### src/design/apsp_ram.sv
// ----------------------------------------------------------------------------
// apsp_ram
// single-port store with registered read data
// ----------------------------------------------------------------------------
module apsp_ram #(
  parameter int DATA_W = 8,
  parameter int ADDR_W = 4
) (
  input  logic              clk,
  input  logic              we,
  input  logic [ADDR_W-1:0] addr,
  input  logic [DATA_W-1:0] wdata,
  output logic [DATA_W-1:0] rdata
);

  logic [DATA_W-1:0] mem [(1 << ADDR_W)];

  always_ff @(posedge clk) begin
    if (we) begin
      mem[addr] <= wdata;
    end
    rdata <= mem[addr];
  end

endmodule

### config.mk
export PLATFORM = sky130hd
export DESIGN_NAME = apsp_ram
export DESIGN_NICKNAME = d
export VERILOG_FILES = /design/src/design/apsp_ram.sv
export SDC_FILE = /design/constraint.sdc
export NUM_CORES = 1
export LEC_CHECK = 0
export ABC_AREA = 1
export BUFFER_PORTS_ARGS = -buffer_cell sky130_fd_sc_hd__buf_2
export CAP_MARGIN = 20
export CORE_MARGIN = 5
export CORE_UTILIZATION = 55
export DETAILED_ROUTE_END_ITERATION = 10
export PLACE_DENSITY = 0.72
export SETUP_SLACK_MARGIN = 0.5
export SLEW_MARGIN = 25
export SYNTH_ARGS = -nofsm -noshare
export SYNTH_HDL_FRONTEND = slang
export SYNTH_SLANG_ARGS = --single-unit
### constraint.sdc
create_clock -name clk -period 1.9 [get_ports clk]
set_clock_uncertainty 0.15 [all_clocks]
set_input_delay 0.095 -clock clk [delete_from_list [all_inputs] [get_ports clk]]
set_output_delay 0.095 -clock clk [all_outputs]
set_load 0.01 [all_outputs]
==> results of run 1 <==
==> where the power goes <==
group / switching, µW / internal [µW] / leakage (µW)
clock network: 1170 / 1850 / 0.000263
registers: 18.4 / 3360 / 0.00122
logic: 315 / 129 / 0.00130
total: 1500 / 5340 / 0.00278
==> registers in the layout, indices dropped and copies added (netlist names) <==
name,flops
mem,128
rdata,8
==> cell families (layout without fill, tap and decap cells) <==
group / Yosys count / count (layout) / synth area share
buffers and inverters: 44 / 94 / 0.0362
flip-flops: 136 / 136 / 0.716
AND/OR/NAND/NOR: 368 / 368 / 0.248
==> what timing repair did <==
item	in CTS	in global routing
setup endpoints to repair	0	0
hold buffers	10	0
setup buffers	0	0
hold endpoints to repair	131	0
==> area by class of cell <==
cell class                      instances  area, µm²
Clock buffer                           19        422
Clock inverter                         13        131
Fill cell                             701       3260
Inverter                               23       86.3
Multi-Input combinational cell        368       1520
Sequential cell                       136       4000
Tap cell                              133        166
Timing Repair Buffer                   39        278
==> worst paths after layout <==
path | cells past startpoint | from | end
max reg2reg | 8 | mem[6][7] | rdata[7]
min | 3 | we | mem[4][0]
min reg2reg | 8 | mem[2][4] | rdata[4]
max | 1 | rdata[7] | rdata[7]
==> cell usage in the layout (no fill, tap or decap), types with 2 or more instances in the layout <==
master and n:
clkinvlp_4 3, clkbuf_1 2, nor2_2 3, clkinv_4 3
nor2_4 14, dlygate4sd3_1 10, edfxtp_1 128, inv_1 21
clkinv_1 3, clkbuf_16 16, buf_4 7, nand3_2 4
clkinv_2 3, nand2_1 346, buf_2 21, dfxtp_1 8
bufinv_16 2
==> cells in the mapped netlist, drive strengths merged <==
cell	instances	area share
clkbuf	3	0.0020
nand3	4	0.0036
edfxtp	128	0.69
clkinv	1	0.00067
buf	18	0.019
nand2	346	0.23
dfxtp	8	0.029
inv	22	0.015
nor2	18	0.012
==> through the flow <==
step,setup WS [ns],hold slack (ns),util
2_1_floorplan,0.427,0.0439,-
3_3_place_gp,0.295,0.342,0.604
3_5_place_dp,0.264,0.342,0.604
4_1_cts,0.643,0.0307,0.670
5_1_grt,0.604,0.0563,0.670
6_report,0.685,0.0545,0.670
==> per-layer routing <==
| metal | share of wire | GRT usage | wire length [µm] | vias up |
|---|---|---|---|---|
| met5 | 0 | 0 | 0 | - |
| met4 | 0.010 | 0.0509 | 122 | 0 |
| met3 | 0.069 | 0.0628 | 825 | 13 |
| met2 | 0.47 | 0.323 | 5570 | 109 |
| met1 | 0.45 | 0.276 | 5420 | 1780 |
| li1 | - | - | - | 1822 |
==> summary.txt, run 1 <==
Global routing
  – Total grt overflow: 0
  – Largest net degree at the start of global routing: 67
  – Total GRT Usage: 0.203
  – Initial antenna violation count: 0
  – Via count of the first global-routing pass: approximately 3700
  – First-pass GRT wire length: roughly 19000 µm

Placement
  – Placer Congestion: between 0.8 and 0.9
  – Cells after DPL: approximately 690
  – Buffers added on ports: 21
  – Placed cell areas: 5950 µm²
  – HPWL after detailed placement: around 7400 µm

Setup path
  – Bufs and invs on worst path: 1
  – Worst EP arrival: about 0.97 ns
  – Largest stage delay, worst path: around 0.33 ns
  – R2r setup slk: 0.74 ns
  – Crit Path Max Fanout: 1
  – CP max stage cell: dfxtp_1
  – Worst-path cell chain: buf_2
  – CP Data Required Time: between 1.5 and 2 ns
  – Crit path kind: reg2out
  – Critical Path End Type: output port
  – Startpoint types: flip-flop
  – Top cell family by delay on the critical path: flip-flops

Pwr
  – Final Power: approximately 7000 µW
  – VDD IR max: 0.798 mV
  – Power Dens Cells: 1040 nW/µm²
  – P_leak: about 0.0028 µW

Floorplanning
  – Die H: 111 µm
  – Die width: approximately 110 µm
  – Die area: ~12000 µm²
  – Starting Density: 0.567
  – Top Ports: 22
  – Core footprint: approximately 9900 µm²
  – Num rows: 36

Clock network
  – Worst-Skew Late Latency: 0.51 ns
  – H-tree depth: 4
  – CTS tree: built
  – Clock Pin Slew Worst Setup and Hold Paths: approximately 0.060 ns
  – Root Buffer: clkbuf_8
  – Post-CTS sizing: 0
  – TritonCTS Buffers: 17
  – Max clock buf depth: 2
  – Clk sinks: around 140

Synthesis
  – Mean Syn Cell Area: about 10 µm²
  – Synthesized area: 5590 µm²
  – Register area share after synthesis: 0.716
  – Cells after Synth: ~550
  – Distinct cells, synth: 11
  – Syn_nets: roughly 560
  – Register bit count reported by yosys: ~140
  – Synth warnings: 0

Worst hold path
  – Worst Hold Class: in2reg

Job
  – Max-Cap Viols: 0

Routing
  – Residual DRC: 0
  – Avg WL per Cell: ~16 µm
  – DR iter-0 viols: 249
  – Post-route antenna net violation count: 0
  – Vias: 3724
  – DRT Pass-1 Iters: 5
  – Total wire length: roughly 12000 µm
  – DR vias/cell: 5.09

Timing
  – TNS Setup: 0 ns
  – FMAX: between 800 and 900 MHz
  – Fin crit share: 0.639
  – Minimum clock period: around 1.2 ns
  – Worst slew margin: 0.675
  – RSZ-0062 raised after global routing: false
  – Worst-margin pin slew: between 0.4 and 0.5 ns
  – Pins Over Slew Limit: 0
  – Final hold violations: 0
  – Count of final setup violators: 0

Layout
  – Area grow syn2layout: 18.1%
  – Ant diodes: 0
  – Nets: about 600
  – Share of post-route cells with drive strength above 1: 0.132
  – Post-route design area: ~6600 µm²
  – Number of cells in the finished layout apart from fillers: approximately 730

Outcome
  – Status: complete, no violations
No activity file was read; power rests on OpenSTA's default activity.
==> run 2, diff against run 1 <==
--- a/config.mk
+++ b/config.mk
@@ -11,7 +11,7 @@
 export CORE_MARGIN = 5
 export CORE_UTILIZATION = 55
 export DETAILED_ROUTE_END_ITERATION = 10
-export PLACE_DENSITY = 0.72
+export PLACE_DENSITY = 0.75
 export SETUP_SLACK_MARGIN = 0.5
 export SLEW_MARGIN = 25
 export SYNTH_ARGS = -nofsm -noshare
==> constraint.sdc (replaced) <==
create_clock -name clk -period 1.1 [get_ports clk]
set_clock_uncertainty 0.15 [all_clocks]
set_input_delay 0.055 -clock clk [delete_from_list [all_inputs] [get_ports clk]]
set_output_delay 0.055 -clock clk [all_outputs]
set_load 0.01 [all_outputs]
==> run 2 against run 1 <==
- the run now ends with hold timing, setup timing left
- hold slack worse by 0.27 ns
- combinational power up 110%
- cell count up 0.82%
- routed wire length up 6.6%
- count of clock-buffer cells in the layout unchanged
- core utilization up 4.1 points
- worst setup slack worse by 0.75 ns
- die area unchanged
- clock power up 94%
- critical path depth unchanged
- sequential power up 73%
- critical path type unchanged
- largest cell class unchanged
==> summary.txt, run 2 (same netlist as run 1, synthesis figures left out) <==
Setup path
  – Startpoint types: flip-flop
  – Worst-path cell chain: buf_6
  – CP max stage cell: dfxtp_2
  – Crit Path Max Fanout: 1
  – Largest stage delay, worst path: between 0.3 and 0.4 ns
  – Critical Path End Type: output port
  – Worst EP arrival: between 0.9 and 1 ns
  – Bufs and invs on worst path: 1
  – R2r setup slk: -0.04 ns
  – Top cell family by delay on the critical path: flip-flops
  – R2R depth: 8
  – CP Data Required Time: 0.89 ns
  – R2r endpoint: rdata[2]
  – RR Startpoint: mem[8][2]
  – Crit path kind: reg2out

Routing
  – Post-route antenna net violation count: 0
  – DRT Pass-1 Iters: 5
  – Total wire length: 12700 µm
  – DR vias/cell: around 5.2
  – Avg WL per Cell: roughly 17 µm
  – Residual DRC: 0
  – DR iter-0 viols: 308
  – Vias: approximately 3800

Outcome
  – Failing checks: hold timing, setup timing
  – Status: finished, violations left

Worst hold path
  – Hold path depth: 1
  – Worst Hold Class: in2reg
  – Min-Delay Endpoint: mem[13][0]
  – Hold Crit Start: wdata[0]

Layout
  – Area of the multi-input gates: about 1700 µm²
  – Reg area: around 4000 µm²
  – Fillers: slightly below 700
  – Largest regs: mem (128), rdata (8)
  – Largest register by flop count: mem
  – Most common cell after layout, fill and taps aside: nand2_1
  – Ant diodes: 0
  – Area grow syn2layout: 25.4%
  – Largest register FFs: about 130
  – Nets: just over 600
  – Share of post-route cells with drive strength above 1: 0.228
  – Commonest cells after routing, fill and taps aside: nand2_1 (317), edfxtp_1 (128), nand2_2 (27), nor2_4 (18), clkbuf_16 (16)
  – Number of cells in the finished layout apart from fillers: about 740

Global routing
  – Total GRT Usage: 0.218
  – Via count of the first global-routing pass: ~3800
  – Initial antenna violation count: 0
  – Largest net degree at the start of global routing: 34
  – Total grt overflow: 0
  – First-pass GRT wire length: around 20000 µm

Clock network
  – Max clock buf depth: 2
  – Clk sinks: 136
  – Worst-Skew Late Latency: between 0.5 and 0.6 ns
  – CTS tree: built
  – TritonCTS Buffers: 17
  – Clock Pin Slew Worst Setup and Hold Paths: 0.06 ns
  – H-tree depth: 4
  – Root Buffer: clkbuf_8

Placement
  – Buffers added on ports: 21
  – HPWL after detailed placement: slightly below 8000 µm
  – Place WS: -0.252 ns
  – Cells after DPL: 698
  – Placer Congestion: approximately 0.85

Timing
  – Pins Over Slew Limit: 0
  – Fin crit share: 1.06
  – Worst-margin pin slew: just over 0.4 ns
  – Count of final setup violators: 15
  – Final hold violations: 240
  – Hold slack: -0.213 ns
  – RSZ-0062 raised after global routing: true
  – Final worst slack: -0.0623 ns
  – Minimum clock period: 1.16 ns
  – FMAX: ~860 MHz
  – Worst slew margin: 0.728

Pwr
  – VDD IR max: about 1.5 mV
  – Final Power: about 13000 µW
  – P_leak: a little under 0.003 µW
  – Power Dens Cells: 1800 nW/µm²

Floorplanning
  – Core footprint: slightly below 10000 µm²
  – Die H: approximately 110 µm
  – Num rows: 36
  – Die width: between 100 and 150 µm
  – Top Ports: 22
  – Starting Density: 0.567
  – Die area: about 12000 µm²

Job
  – Max-Cap Viols: 0
[run 2: cell type report]
cell class,instances,area share
Clock inverter,13,0.0278
Sequential cell,136,0.571
Inverter,23,0.0169
Clock buffer,19,0.0601
Multi-Input combinational cell,368,0.236
Tap cell,133,0.0237
Timing Repair inverter,1,0.00125
Timing Repair Buffer,44,0.0631
[run 2: metal layers]
layer,vias up,track usage,part of all wire
met1,1831,0.289,0.42
met4,0,0.0673,0.011
met5,-,0,0
li1,1846,-,-
met3,16,0.0617,0.068
met2,149,0.352,0.50
[run 2: timing repair]
item                                    in CTS  in global routing
endpoints found under the hold margin      236                240
gates resized for setup                     30                 27
cloned                                       1                  0
endpoints found under the setup margin     144                144
pin swaps                                   35                 36
setup buffers                                6                  0
[run 2: per-stage QoR]
step / instance area (µm²) / hold slack (ns) / utilization / setup TNS [ns]
3_5_place_dp: 6140 / 0.303 / 0.623 / -30.17
3_3_place_gp: 6140 / 0.301 / 0.623 / -27.32
2_1_floorplan: 5890 / 0.00387 / - / -3.94
6_report: 7010 / -0.213 / 0.711 / -0.547
4_1_cts: 6950 / -0.230 / 0.704 / -0.785
5_1_grt: 7010 / -0.220 / 0.711 / -1.48
[run 2: how the worst max path moves through the flow]
| stage | start | to | slack, ns | cells past startpoint |
|---|---|---|---|---|
| 3_5_place_dp | addr[0] | mem[14][4] | -0.25 | 5 |
| 6_report | rdata[0] | rdata[0] | -0.06 | 1 |
| 5_1_grt | mem[9][1] | rdata[1] | -0.11 | 8 |
| 4_1_cts | rdata[0] | rdata[0] | -0.09 | 1 |
| 3_3_place_gp | addr[0] | mem[5][5] | -0.23 | 4 |
| 2_1_floorplan | addr[1] | mem[13][0] | -0.05 | 5 |
[run 2: where the power goes]
group	switching, µW	leakage [µW]	internal (µW)
clock	2160	0.000290	3710
combinational	612	0.00140	309
sequential	32.7	0.00122	5800
==> run 3, diff against run 2 <==
--- a/config.mk
+++ b/config.mk
@@ -12,6 +12,7 @@
 export CORE_UTILIZATION = 55
 export DETAILED_ROUTE_END_ITERATION = 10
 export PLACE_DENSITY = 0.75
+export RECOVER_POWER = 50
 export SETUP_SLACK_MARGIN = 0.5
 export SLEW_MARGIN = 25
 export SYNTH_ARGS = -nofsm -noshare
==> run 3 against run 2 <==
- the flow still finishes with violations (hold timing, setup timing)
- sequential cell count did not move
- via count barely moved
- clock power about the same
==> summary.txt, run 3 (same netlist as run 1, synthesis figures left out) <==
Timing
  – Worst slew margin: 0.361
  – Minimum clock period: between 1 and 1.5 ns
  – FMAX: 860 MHz
  – Worst-margin pin slew: between 0.9 and 1 ns
  – Final worst slack: -0.0628 ns
  – RSZ-0062 raised after global routing: true
  – Pins Over Slew Limit: 0
  – Final hold violations: 128
  – Hold slack: -0.112 ns
  – Fin crit share: 1.06
  – Count of final setup violators: 14

Outcome
  – Status: finished, violations left
  – Failing checks: hold timing, setup timing

Clock network
  – Max clock buf depth: 2
  – Clock Pin Slew Worst Setup and Hold Paths: roughly 0.060 ns
  – Worst-Skew Late Latency: approximately 0.53 ns
  – TritonCTS Buffers: 17
  – CTS tree: built
  – H-tree depth: 4
  – Clk sinks: between 100 and 150
  – Root Buffer: clkbuf_8

Layout
  – Number of cells in the finished layout apart from fillers: between 700 and 800
  – Share of post-route cells with drive strength above 1: 0.215
  – Largest register FFs: approximately 130
  – Largest regs: mem (128), rdata (8)
  – Nets: slightly above 600
  – Ant diodes: 0
  – Most common cell after layout, fill and taps aside: nand2_1
  – Area grow syn2layout: 25.2%
  – Commonest cells after routing, fill and taps aside: nand2_1 (317), edfxtp_1 (128), nand2_2 (27), nor2_4 (18), clkbuf_16 (16)
  – Fillers: between 600 and 700
  – Largest register by flop count: mem

Setup path
  – Critical Path End Type: output port
  – RR Startpoint: mem[8][2]
  – Bufs and invs on worst path: 1
  – CP Data Required Time: slightly below 0.9 ns
  – R2R depth: 8
  – Largest stage delay, worst path: 0.32 ns
  – Crit Path Max Fanout: 1
  – R2r endpoint: rdata[2]
  – Crit path kind: reg2out
  – Top cell family by delay on the critical path: flip-flops
  – R2r setup slk: -0.04 ns
  – Worst EP arrival: around 0.96 ns
  – Startpoint types: flip-flop
  – Worst-path cell chain: buf_6
  – CP max stage cell: dfxtp_2

Global routing
  – First-pass GRT wire length: 20300 µm
  – Largest net degree at the start of global routing: 34
  – Via count of the first global-routing pass: 3820
  – Initial antenna violation count: 0
  – Total GRT Usage: 0.218
  – Total grt overflow: 0

Pwr
  – Net Sw Frac: 0.223
  – P_leak: 0.00290 µW
  – Cell Int Power: a little under 10000 µW
  – Clock power frac: 0.465
  – Gate power share: 0.073
  – Switch Pwr: about 2800 µW
  – Register share of total power: 0.462
  – Power Dens Cells: about 1800 nW/µm²
  – VDD IR max: 1.54 mV

Routing
  – Residual DRC: 0
  – Avg WL per Cell: ~17 µm
  – DR iter-0 viols: 300
  – DR vias/cell: 5.22
  – Total wire length: approximately 13000 µm
  – DRT Pass-1 Iters: 7
  – Post-route antenna net violation count: 0
  – Vias: slightly below 4000

Floorplanning
  – Die area: 12300 µm²
  – Top Ports: 22
  – Starting Density: 0.567
  – Num rows: 36
  – Core footprint: between 9000 and 10000 µm²
  – Die width: between 100 and 150 µm
  – Die H: between 100 and 150 µm

Worst hold path
  – Worst Hold Class: in2reg
  – Hold Crit Start: addr[2]
  – Min-Delay Endpoint: mem[13][3]
  – Hold path depth: 3

Job
  – Max-Cap Viols: 0

Placement
  – Buffers added on ports: 21
  – Cells after DPL: 698
  – HPWL after detailed placement: just under 8000 µm
  – Placer Congestion: about 0.85
==> run 3: power groups by stage <==
stage | clock, µW | combinational (µW) | sequential, µW
after CTS | 5930 | 885 | 5830
after floorplan | 0 | 496 | 5950
after detailed placement | 0 | 818 | 5930
final | 5880 | 918 | 5830
after global placement | 0 | 809 | 5930
after global routing | 6170 | 1010 | 5840
==> run 3: per-layer routing <==
| layer | part of all wire | track usage |
|---|---|---|
| met4 | 0.014 | 0.0673 |
| met1 | 0.42 | 0.289 |
| met5 | 0 | 0 |
| met2 | 0.50 | 0.352 |
| met3 | 0.074 | 0.0617 |
==> run 3: worst max-delay path by stage <==
stage          startpoint    endpoint  slack (ns)  cells past startpoint
6_report         rdata[0]    rdata[0]       -0.06                      1
3_5_place_dp      addr[0]  mem[14][4]       -0.25                      5
5_1_grt         mem[9][1]    rdata[1]       -0.11                      8
4_1_cts          rdata[0]    rdata[0]       -0.09                      1
3_3_place_gp      addr[0]   mem[5][5]       -0.23                      4
2_1_floorplan     addr[1]  mem[13][0]       -0.05                      5
==> run 3: repair_timing <==
action / 4_1_cts / 5_1_grt
setup buffers: 6 / 0
hold endpoints to repair: 236 / 240
endpoints found under the setup margin: 144 / 144
cloned: 1 / 0
pin swaps: 35 / 36
resized for setup: 30 / 27
==> run 3: through the flow <==
stage                     total power (µW)  cell area [µm²]  setup TNS (ns)  setup slack, ns  utilization
after floorplan                       6440             5890           -3.94          -0.0546            -
after global placement                6730             6140          -27.32           -0.227        0.623
after detailed placement              6750             6140          -30.17           -0.252        0.623
after CTS                            12600             6950          -0.785          -0.0881        0.704
after global routing                 13000             7000           -1.48           -0.109        0.710
final                                12600             7000          -0.553          -0.0628        0.710
==> run 3: area by class of cell <==
type | instances | area, µm² | share of cell area
Multi-Input combinational cell | 368 | 1650 | 0.236
Clock buffer | 19 | 422 | 0.0602
Clock inverter | 13 | 195 | 0.0279
Sequential cell | 136 | 4010 | 0.572
Tap cell | 133 | 166 | 0.0238
Inverter | 23 | 119 | 0.0170
Timing Repair inverter | 1 | 8.76 | 0.00125
Timing Repair Buffer | 44 | 433 | 0.0618
